## config.mk

```make
export PLATFORM = sky130hd
export DESIGN_NAME = vfc_front
export DESIGN_NICKNAME = d
export VERILOG_FILES = /design/src/sv/vfc_pkg.sv /design/src/sv/vfc_front.sv
export SDC_FILE = /design/constraint.sdc
export NUM_CORES = 1
export LEC_CHECK = 0
export ABC_AREA = 1
export ABC_CLOCK_PERIOD_IN_PS = 16440
export BUFFER_PORTS_ARGS = -buffer_cell sky130_fd_sc_hd__buf_2
export CORE_MARGIN = 4
export CORE_UTILIZATION = 61
export CTS_CLUSTER_DIAMETER = 100
export DETAILED_ROUTE_END_ITERATION = 10
export PLACE_DENSITY_LB_ADDON = 0.15
export SLEW_MARGIN = 20
export SYNTH_ARGS = -nofsm -noshare
export SYNTH_HDL_FRONTEND = slang
export SYNTH_SLANG_ARGS = --single-unit
```

## constraint.sdc

```tcl
create_clock -name aclk -period 16.44 [get_ports aclk]
set_input_delay 1.644 -clock aclk [delete_from_list [all_inputs] [get_ports aclk]]
set_output_delay 1.644 -clock aclk [all_outputs]
set_load 0.02 [all_outputs]
```

## src/sv/vfc_pkg.sv

```systemverilog
`default_nettype none
// ----------------------------------------------------------------------------
// vfc_pkg
// Shared types and constants for the V/f curve voltage command block.
// ----------------------------------------------------------------------------
package vfc_pkg;

    localparam int FREQ_W  = 17;
    localparam int VOLT_W  = 16;
    localparam int NUM_W   = 32;
    localparam int QUO_W   = 16;
    localparam int CIDX_W  = 3;
    localparam int CDAT_W  = 32;
    localparam int KNEES   = 5;

    typedef enum logic [CIDX_W-1:0] {
        REG_CURVE_MODE = 3'd0,
        REG_MAG_VOLT   = 3'd1,
        REG_KNEE_ONE   = 3'd2,
        REG_KNEE_TWO   = 3'd3,
        REG_KNEE_THREE = 3'd4,
        REG_SAT_KNEE   = 3'd5,
        REG_NOM_VOLT   = 3'd6
    } reg_idx_t;

    localparam logic [31:0] SAT_KNEE_RST = 32'd327683800;
    localparam logic [15:0] NOM_VOLT_RST = 16'd3800;

    typedef struct packed {
        logic        curve_mode;
        logic [15:0] mag_volt;
        logic [31:0] knee_one;
        logic [31:0] knee_two;
        logic [31:0] knee_three;
        logic [31:0] sat_knee;
    } curve_cfg_t;

endpackage : vfc_pkg
`default_nettype wire

```

## src/sv/vfc_front.sv

```systemverilog
`default_nettype none
// ----------------------------------------------------------------------------
// vfc_front
// Front stage: takes the frequency magnitude, picks the curve segment and
// registers the interpolation terms. Constant results become a zero product.
// ----------------------------------------------------------------------------
module vfc_front (
    input  wire logic                       aclk,
    input  wire logic                       aresetn,
    input  wire logic                       en,
    input  wire logic                       in_valid,
    input  wire logic [vfc_pkg::FREQ_W-1:0] freq,
    input  wire vfc_pkg::curve_cfg_t        cfg,
    output logic                            out_valid,
    output logic [16:0]                     df_reg,
    output logic signed [16:0]              dv_reg,
    output logic [15:0]                     den_reg,
    output logic [15:0]                     va_reg,
    output logic                            fb_reg
);

    logic [16:0] f;
    logic [15:0] kf [vfc_pkg::KNEES];
    logic [15:0] kv [vfc_pkg::KNEES];
    logic        degen;
    logic [2:0]  seg;
    logic        hit;
    logic [16:0] df_next;
    logic signed [16:0] dv_next;
    logic [15:0] den_next;
    logic [15:0] va_next;
    logic        fb_next;
    logic        vld_reg;

    always_comb begin
        kf[0] = '0;                  kv[0] = cfg.mag_volt;
        kf[1] = cfg.knee_one[31:16];   kv[1] = cfg.knee_one[15:0];
        kf[2] = cfg.knee_two[31:16];   kv[2] = cfg.knee_two[15:0];
        kf[3] = cfg.knee_three[31:16]; kv[3] = cfg.knee_three[15:0];
        kf[4] = cfg.sat_knee[31:16];   kv[4] = cfg.sat_knee[15:0];
    end

    // Magnitude and segment search, first knee above f wins
    always_comb begin
        f     = freq[16] ? (17'd0 - freq) : freq;
        degen = 1'b0;
        seg   = 3'd0;
        hit   = 1'b0;
        for (int k = vfc_pkg::KNEES - 2; k >= 0; k--) begin
            if (kf[k+1] == kf[k]) degen = 1'b1;
            if (f < {1'b0, kf[k+1]}) begin
                seg = 3'(k);
                hit = 1'b1;
            end
        end
    end

    // Build numerator factors, divisor and base voltage
    always_comb begin
        df_next  = '0;
        dv_next  = '0;
        den_next = 16'd1;
        va_next  = kv[4];
        fb_next  = 1'b0;
        if (cfg.curve_mode && !degen) begin
            if (f == '0) begin
                va_next = '0;
            end else if (hit) begin
                df_next  = f - {1'b0, kf[seg]};
                dv_next  = $signed({1'b0, kv[seg+3'd1]}) - $signed({1'b0, kv[seg]});
                den_next = kf[seg+3'd1] - kf[seg];
                va_next  = kv[seg];
            end
        end else begin
            fb_next = cfg.curve_mode;
            if (kf[4] != '0 && f <= {1'b0, kf[4]}) begin
                df_next  = f;
                dv_next  = $signed({1'b0, kv[4]});
                den_next = kf[4];
                va_next  = '0;
            end
        end
    end

    always_ff @(posedge aclk) begin
        if (!aresetn) begin
            vld_reg <= 1'b0;
        end else if (en) begin
            vld_reg <= in_valid;
        end
    end

    always_ff @(posedge aclk) begin
        if (en) begin
            df_reg  <= df_next;
            dv_reg  <= dv_next;
            den_reg <= den_next;
            va_reg  <= va_next;
            fb_reg  <= fb_next;
        end
    end

    assign out_valid = vld_reg;

endmodule : vfc_front
`default_nettype wire

```

==> results.yml <==
status:
  status: "complete, no violations"
yosys:
  yosysTopAreaCellShare_pct: 20.4
  synth_cells: 1418
  yosysMostFrequentCell: "nand2_1"
  synth_edf_count: 67
  yosys.area.top_type: "edfxtp_1"
  synthArstFlopShare_pct: 0
  yosys_register_bits: 68
  ys.flop_type: "edfxtp_1"
  ys_warn_count: 0
  syn_area_per_cell_sq_um: 6.97
  synthTopCellsByCount: "nand2_1 (294), inv_1 (170), a21oi_1 (121), ha_1 (112), o21ai_0 (95)"
  syn_nets: 1699
  synth_area_leaders: "edfxtp_1 (20%), ha_1 (14%), nand2_1 (11%), inv_1 (6.5%), a21oi_1 (6.1%)"
  synth_cell_type_count: 65
  ys_seq_area_share_pct: 20.6
  syn_area_sq_mm: 0.00988
min_path:
  holdCritStartpoint: "out_valid"
  holdPathEnd: "out_valid"
  worst_hold_path_type: "reg2reg"
  whs_path_depth: 2
clock_network:
  cts_num_sinks: 68
  clkTransAtPathRegs_ps: 60
  insertion_delay_ps: 330
  cts_buffers: 9
  post_cts_buffers: 0
  ctsHoldBuffers: 0
  ctsResizeCount: 0
  clk_root_buffer_cell: "clkbuf_16"
  cts_max_path_buffers: 2
  tritoncts: "built"
  htreeDepth: 3
critical_path:
  crit_type: "in2reg"
  rr_worst_depth: 2
  cp.arrival_ps: 11060
  path_depth: 37
  crit_fanout: 112
  worstReg2RegEnd: "out_valid"
  cpPeakStageDelay_ps: 820
  setup.worst_path.end_class: "flop"
  r2r_start: "out_valid"
  critPathRequiredTime_ps: 16510
  cp_num_buf_inv: 8
  cpMaxStageDelayCell: "buf_4"
  crit_path_start_kind: "input port"
  crit_family: "simple AND/OR/NAND/NOR gates"
  r2r_slack_ps: 15770
die:
  dieWidth_microns: 135
  initial_utilization_pct: 62.2
  ios: 234
  coreArea_sq_mm: 0.0159
  die_area_sq_mm: 0.0183
  rows: 46
  die_y_microns: 135
placement:
  routabilityCongestion: 1.06
  portBuffers: 233
  hpwl_microns: 28600
  place_ws_ps: 5330
drt:
  drc: 0
  wl_per_cell_microns: 19.9
  antenna_left: 0
  wl_microns: 36500
  vias: 11489
  drt_iter0_markers: 1297
  first_pass_iters: 6
  vias_per_cell: 6.27
global_route:
  antenna_found_initial: 1
  overflow: 0
  grt_start_max_net_pins: 113
  grt_pass1_wl_microns: 55100
  grt_pass1_vias: 10609
  track_usage_pct: 38.3
pwr:
  p_per_area_mw_per_mm2: 129
  power.total_uw: 1460
  p_leak_uw: 0.00549
  ir_drop_mv: 0.0668
timing:
  fin_skew_ps: 0
  setup_slack_ps: 5450
  rsz0062_at_grt: "no"
  tightest_slew_ps: 1140
  fmax_mhz: 91.0
  slew_headroom_pct: 23.2
  final-max-slew-violation-count: 0
  fin_crit_ps: 10990
  hold_viol: 0
  tns_ps: 0
  finalSetupViolCount: 0
  post-route-period-util_pct: 66.9
layout:
  layout-drive-gt1-share_pct: 18.8
  multi_input_area_sq_mm: 0.00687
  diodes: 0
  num-fill-cells: 1415
  regArea_sq_mm: 0.00203
  area_growth_syn_to_layout_pct: 14.7
  nets: 1891
job:
  maxCapViolCount: 0
==> power breakdown <==
group / switching (uW) / total, uW / internal, uW
registers: 13.1 / 274 / 261
logic: 654 / 1010 / 357
clock network: 75.3 / 176 / 101
==> worst reg2reg max path: cells and delay by family, from the launching register on <==
family         cells  cell delay [ps]
AO/OA/AOI/OAI      2              210
flip-flops         1              300
==> layout make-up <==
type                            instances  share of cell area, %
Tap cell                              216                   2.38
Clock inverter                          7                  0.364
Sequential cell                        68                   17.9
Timing Repair Buffer                  238                   10.6
Multi-Input combinational cell       1110                   60.6
Clock buffer                            9                   1.99
Inverter                              183                   6.06
==> metrics by stage <==
step	area [sq um]	hold WS, ps	std cells	util (%)
after floorplan	9880	606	1418	-
after detailed placement	11100	534	1815	69.7
final	11300	548	1831	71.3
after CTS	11300	552	1831	71.3
after global routing	11300	562	1831	71.3
after global placement	11100	519	1815	69.6
==> logic make-up after synthesis <==
kind of cell | synth area share [%]
and+or+nand+nor | 24.7
AOI/OAI and AO/OA | 24.5
buffers and inverters | 9.98
adders and majority gates | 14.8
DFF | 20.6
xor gates and xnor gates | 5.49
==> metal layers <==
| metal | track usage [%] | up-vias | routed length (microns) | part of all wire, % |
|---|---|---|---|---|
| met2 | 61.3 | 855 | 16000 | 44 |
| met5 | 0 | - | 13 | 0.036 |
| met1 | 48.6 | 5065 | 13300 | 37 |
| li1 | - | 5388 | - | - |
| met4 | 21.3 | 2 | 2330 | 6.4 |
| met3 | 7.39 | 179 | 4790 | 13 |
==> worst max-delay path by stage <==
| stage | from | to | slack, ps |
|---|---|---|---|
| after global placement | freq[0] | dv_reg[14] | 5780 |
| after floorplan | freq[0] | dv_reg[14] | 8270 |
| after global routing | freq[0] | dv_reg[14] | 4650 |
| after CTS | freq[0] | dv_reg[14] | 5690 |
| after detailed placement | freq[0] | dv_reg[14] | 5330 |
| final | freq[0] | dv_reg[14] | 5450 |
==> cells in the final DEF, fill, tap and decap left out, types with 4 or more instances in the layout <==
cell,synthesis,routed
a21o_1,5,5
a21oi_1,121,121
a221oi_1,4,4
a31oi_1,10,10
a32o_1,22,22
buf_2,23,233
buf_4,5,5
clkbuf_16,0,9
edfxtp_1,67,67
ha_1,112,112
inv_1,170,170
inv_2,13,13
nand2_1,294,294
nand2_2,12,12
nand3_1,50,50
nand3_2,6,6
nand3b_1,6,6
nand4_1,17,17
nor2_1,93,93
nor3_1,20,20
nor4_1,14,14
o2111ai_1,16,16
o211ai_1,24,24
o21ai_0,95,94
o21ai_1,15,16
o21bai_1,4,4
o22ai_1,41,41
o31ai_1,15,15
xnor2_1,20,19
xor2_1,42,42
No activity file was read; power rests on OpenSTA's default activity.
