`src/sv/vfc_pkg.sv`:
```
`default_nettype none
// ----------------------------------------------------------------------------
// vfc_pkg
// Shared types and constants for the V/f curve voltage command block.
// ----------------------------------------------------------------------------
package vfc_pkg;

    localparam int FREQ_W  = 17;
    localparam int VOLT_W  = 16;
    localparam int NUM_W   = 32;
    localparam int QUO_W   = 16;
    localparam int CIDX_W  = 3;
    localparam int CDAT_W  = 32;
    localparam int KNEES   = 5;

    typedef enum logic [CIDX_W-1:0] {
        REG_CURVE_MODE = 3'd0,
        REG_MAG_VOLT   = 3'd1,
        REG_KNEE_ONE   = 3'd2,
        REG_KNEE_TWO   = 3'd3,
        REG_KNEE_THREE = 3'd4,
        REG_SAT_KNEE   = 3'd5,
        REG_NOM_VOLT   = 3'd6
    } reg_idx_t;

    localparam logic [31:0] SAT_KNEE_RST = 32'd327683800;
    localparam logic [15:0] NOM_VOLT_RST = 16'd3800;

    typedef struct packed {
        logic        curve_mode;
        logic [15:0] mag_volt;
        logic [31:0] knee_one;
        logic [31:0] knee_two;
        logic [31:0] knee_three;
        logic [31:0] sat_knee;
    } curve_cfg_t;

endpackage : vfc_pkg
`default_nettype wire

```
`src/sv/vfc_div.sv`:
```
`default_nettype none
// ----------------------------------------------------------------------------
// vfc_div
// Pipelined restoring divider, one quotient bit per stage. The caller keeps
// the dividend below divisor * 2^QUO_W so the quotient fits.
// ----------------------------------------------------------------------------
module vfc_div #(
    parameter int SBW = 18
) (
    input  wire logic                      aclk,
    input  wire logic                      aresetn,
    input  wire logic                      en,
    input  wire logic                      in_valid,
    input  wire logic [vfc_pkg::NUM_W-1:0] in_num,
    input  wire logic [15:0]               in_den,
    input  wire logic [SBW-1:0]            in_sb,
    output logic                           out_valid,
    output logic [vfc_pkg::QUO_W-1:0]      out_quo,
    output logic [SBW-1:0]                 out_sb
);

    localparam int Q = vfc_pkg::QUO_W;
    localparam int W = vfc_pkg::NUM_W;

    logic         vld_reg [Q];
    logic [W-1:0] rem_reg [Q];
    logic [15:0]  den_reg [Q];
    logic [Q-1:0] quo_reg [Q];
    logic [SBW-1:0] sb_reg [Q];

    genvar i;
    generate
        for (i = 0; i < Q; i++) begin : g_stage
            logic         vld_src;
            logic [W-1:0] rem_src;
            logic [15:0]  den_src;
            logic [Q-1:0] quo_src;
            logic [SBW-1:0] sb_src;
            logic [W:0]   trial;
            logic [W-1:0] rem_next;
            logic [Q-1:0] quo_next;

            if (i == 0) begin : g_first
                assign vld_src = in_valid;
                assign rem_src = in_num;
                assign den_src = in_den;
                assign quo_src = '0;
                assign sb_src  = in_sb;
            end else begin : g_rest
                assign vld_src = vld_reg[i-1];
                assign rem_src = rem_reg[i-1];
                assign den_src = den_reg[i-1];
                assign quo_src = quo_reg[i-1];
                assign sb_src  = sb_reg[i-1];
            end

            // Try subtracting the shifted divisor for this bit
            always_comb begin
                trial    = {1'b0, rem_src} - ({{(W+1-16){1'b0}}, den_src} << (Q-1-i));
                rem_next = rem_src;
                quo_next = quo_src;
                if (!trial[W]) begin
                    rem_next        = trial[W-1:0];
                    quo_next[Q-1-i] = 1'b1;
                end
            end

            always_ff @(posedge aclk) begin
                if (!aresetn) begin
                    vld_reg[i] <= 1'b0;
                end else if (en) begin
                    vld_reg[i] <= vld_src;
                end
            end

            always_ff @(posedge aclk) begin
                if (en) begin
                    rem_reg[i] <= rem_next;
                    den_reg[i] <= den_src;
                    quo_reg[i] <= quo_next;
                    sb_reg[i]  <= sb_src;
                end
            end
        end
    endgenerate

    assign out_valid = vld_reg[Q-1];
    assign out_quo   = quo_reg[Q-1];
    assign out_sb    = sb_reg[Q-1];

endmodule : vfc_div
`default_nettype wire

```
`config.mk`:
```
export PLATFORM = sky130hd
export DESIGN_NAME = vfc_div
export DESIGN_NICKNAME = d
export VERILOG_FILES = /design/src/sv/vfc_pkg.sv /design/src/sv/vfc_div.sv
export SDC_FILE = /design/constraint.sdc
export NUM_CORES = 2
export LEC_CHECK = 0
export ABC_AREA = 1
export BUFFER_PORTS_ARGS = -buffer_cell sky130_fd_sc_hd__buf_4
export CORE_MARGIN = 8
export CORE_UTILIZATION = 30
export CTS_CLUSTER_SIZE = 25
export DETAILED_ROUTE_END_ITERATION = 10
export SYNTH_ARGS = -nofsm -noshare
export SYNTH_HDL_FRONTEND = slang
export SYNTH_SLANG_ARGS = --single-unit
```
`constraint.sdc`:
```
create_clock -name aclk -period 2.6 [get_ports aclk]
set_input_delay 0.65 -clock aclk [delete_from_list [all_inputs] [get_ports aclk]]
set_output_delay 0.65 -clock aclk [all_outputs]
set_load 0.02 [all_outputs]
```
==> results.yml <==
clock_network:
  insertion_delay_ns: 0.81
  tritoncts: "yes"
  cts_buffers: 138
  clk_pin_slew_worst_paths_ns: 0.06
  ctsHtreeMaxLevel: 4
  clockRootBuffer: "sky130_fd_sc_hd__clkbuf_16"
  cts.sink_count: 1160
  cts.path.max_buffers: 3
final_layout:
  stdcell_area_mm2: 0.0699
  number_of_flip_flops_under_the_largest_register_name: 480
  layout.cells.most_common: "sky130_fd_sc_hd__nand2_1"
  instances_no_fill: 9500
  finalNetCount: 7069
  layout_area_overhead_pct: 16.5
  utilization_pct: 35.1
  layout-drive-gt1-share_pct: 8.49
  most-common-layout-cells: "2134 x sky130_fd_sc_hd__nand2_1, 1159 x sky130_fd_sc_hd__edfxtp_1, 1022 x sky130_fd_sc_hd__inv_1, 469 x sky130_fd_sc_hd__nor2_1, 382 x sky130_fd_sc_hd__nand3_1"
yosys:
  yosys_register_bits: 1160
  synth_largest_area_cell: "sky130_fd_sc_hd__edfxtp_1"
  synthCells: 6393
  synth_area_per_cell_um2: 9.38
  synth-seq-area-share_pct: 58.1
  synth.area.top_cells: "sky130_fd_sc_hd__edfxtp_1 58%, sky130_fd_sc_hd__nand2_1 13%, sky130_fd_sc_hd__inv_1 6.4%"
  share_of_the_synthesized_area_in_the_top_cell_type_pct: 58.0
  syn-num-nets: 6733
  synth-warning-count: 0
  post_synth_instance_area_mm2: 0.0600
  synth_cell_types: 48
setup_path:
  cp_num_buf_inv: 3
  cp_common_cell: "sky130_fd_sc_hd__nand2_1"
  cp_top_family: "simple AND/OR/NAND/NOR gates"
  worst-endpoint-required_ns: 3.22
  endpoint_kind: "flop"
  setup.worst_path.class: "flop to flop"
  slowest_stage_delay_on_critical_path_ns: 0.41
  worst_ep_arrival_time_ns: 3.08
  worstSetupStartpointType: "flop"
  worst_path_cell_with_the_longest_stage_delay: "sky130_fd_sc_hd__fa_1"
  path_cells: "inv_1, ha_1, fa_1, inv_1, nand3_1, nand3_1, nand2_1, nand2_1, nand2_1, nand3_2, buf_4, nand4_1, nand2_1"
  crit_fanout: 12
sta:
  post_route_fraction_of_the_period_consumed_by_the_critical_path_pct: 94.8
  fin_worst_skew_ns: 0.0424
  fin_worst_hold_slack_ns: 0.113
  max_slew_headroom_at_the_worst_pin_pct: 54.9
  slew_viol_final: 0
  worst_pin_slew_ns: 0.677
  minimum_period_implied_by_the_final_worst_setup_slack_ns: 2.46
  grt_setup_unrepaired: "false"
  achievable-frequency_ghz: 0.406
  report.final.hold_viol_count: 0
  finalSetupViolations: 0
status:
  status: "completed"
power:
  swShare_pct: 36.3
  seq_pwr_share_pct: 39.1
  clock_power_share_pct: 28.6
  p_int_mw: 43.4
  power.density_cell_area_mw_per_mm2: 975
  power.combinational.fraction_pct: 32.3
  power_switching_mw: 24.7
  power_leakage_nw: 30.4
  worst_ir_drop_vdd_v: 0.000586
  p_total_mw: 68.1
grt:
  gr-total-overflow: 0
  global_route_wire_length_before_repair_um: 230000
  global_route.usage.total_pct: 13.4
  antenna_violations_before_repair: 2
  grt_pass1_vias: 41700
  grt_start_max_net_pins: 111
drt:
  detail_route.vias_per_cell: 4.45
  detail_route.iter0.violations: 2714
  drtAntennaViolNets: 0
  drt_wl_total_um: 147000
  remaining_drc_errors: 0
  drt-wirelength-per-cell_um: 15.5
  firstDrtPassIters: 8
  route.vias.total: 42300
floorplan:
  core_area_mm2: 0.199
  chipHeight_um: 463
  chipWidth_um: 463
  top_level_ports: 105
  start_util_pct: 30.1
  placement_rows: 164
  floorplan.die_area_mm2: 0.215
placed_design:
  port_buffers: 104
  hpwl_um: 114000
  placed_area_mm2: 0.0647
  dpl.cell_count: 9194
  weighted_congestion_reported_at_the_end_of_routability_driven_placement: 0.910
hold_path:
  timing.hold.worst.class: "input pin to flop"
run:
  drv.max_cap_violation_count: 0
[synthesized netlist by cell type, drive strengths merged]
master / count
nor4: 10
a21boi: 7
and3: 3
buf: 53
nand3b: 77
xor2: 98
or4: 1
xnor2: 49
a21oi: 238
a211o: 1
edfxtp: 1159
clkinv: 2
nor3b: 1
nand4: 65
inv: 1077
and2: 15
clkbuf: 1
a31oi: 1
nor3: 57
o21ai: 138
ha: 255
fa: 15
dfxtp: 1
nor2: 483
o21bai: 11
nand2: 2166
a21o: 2
or2: 14
nand3: 393
[stage by stage]
stage	setup slack, ns	TNS (ns)
floorplan	0.263	0
global placement	-0.0681	-0.106
detailed placement	0.0124	0
CTS	0.0394	0
global route	0.00837	0
finish	0.136	0
[worst paths after layout]
path | slack [ns] | from | cells past startpoint | to
worst max-delay path | 0.14 | rem_reg[6][8] | 13 | rem_reg[7][26]
worst min register to register | 0.39 | quo_reg[5][11] | 0 | quo_reg[5][27]
worst max register to register | 0.14 | rem_reg[6][8] | 13 | rem_reg[7][26]
worst min-delay path | 0.11 | aresetn | 3 | vld_reg[4][0]
[routing by layer]
layer	track usage, %	part of all wire (%)	up-vias
met5	0	0	-
met4	4.96	3.4	0
met3	2.01	4.2	271
met2	22.5	47	913
met1	17.4	45	19600
li1	-	-	21600
[power by group through the flow]
stage | sequential (mW) | clock [mW] | combinational [mW]
2_1_floorplan | 25.9 | 0 | 15.7
3_3_place_gp | 27.1 | 0 | 21.6
3_5_place_dp | 27.1 | 0 | 21.8
4_1_cts | 26.7 | 20.3 | 22.0
5_1_grt | 26.9 | 20.9 | 25.0
6_report | 26.7 | 19.5 | 22.0
[logic make-up after synthesis]
kind of cell	after synthesis	synth area share (%)
and+or+nand+nor	3285	22.9
DFF	1160	58.1
buffers and inverters	1133	7.46
AOI/OAI and AO/OA	398	3.63
adders and majority gates	270	5.82
xor gates and xnor gates	147	2.15
[layout make-up]
cell class	count	area, um2
Antenna cell	2	5.00
Clock buffer	157	3520
Clock inverter	96	1100
Fill cell	20100	129000
Inverter	1079	4070
Multi-Input combinational cell	4100	20700
Sequential cell	1160	34800
Tap cell	2656	3320
Timing Repair Buffer	250	2290
[worst min-delay path: stages]
cell and delay [ns]:
sky130_fd_sc_hd__buf_4 0.09, sky130_fd_sc_hd__nand3_1 0.06, sky130_fd_sc_hd__o21ai_0 0.06
[repair_timing]
item | 4_1_cts | 5_1_grt
hold buffers | 49 | 0
setup buffers | 0 | 2
pin swaps | 0 | 0
hold endpoints to repair | 49 | 0
setup endpoints to repair | 4 | 64
gates resized for setup | 2 | 19
(Power assumes the default switching activity.)
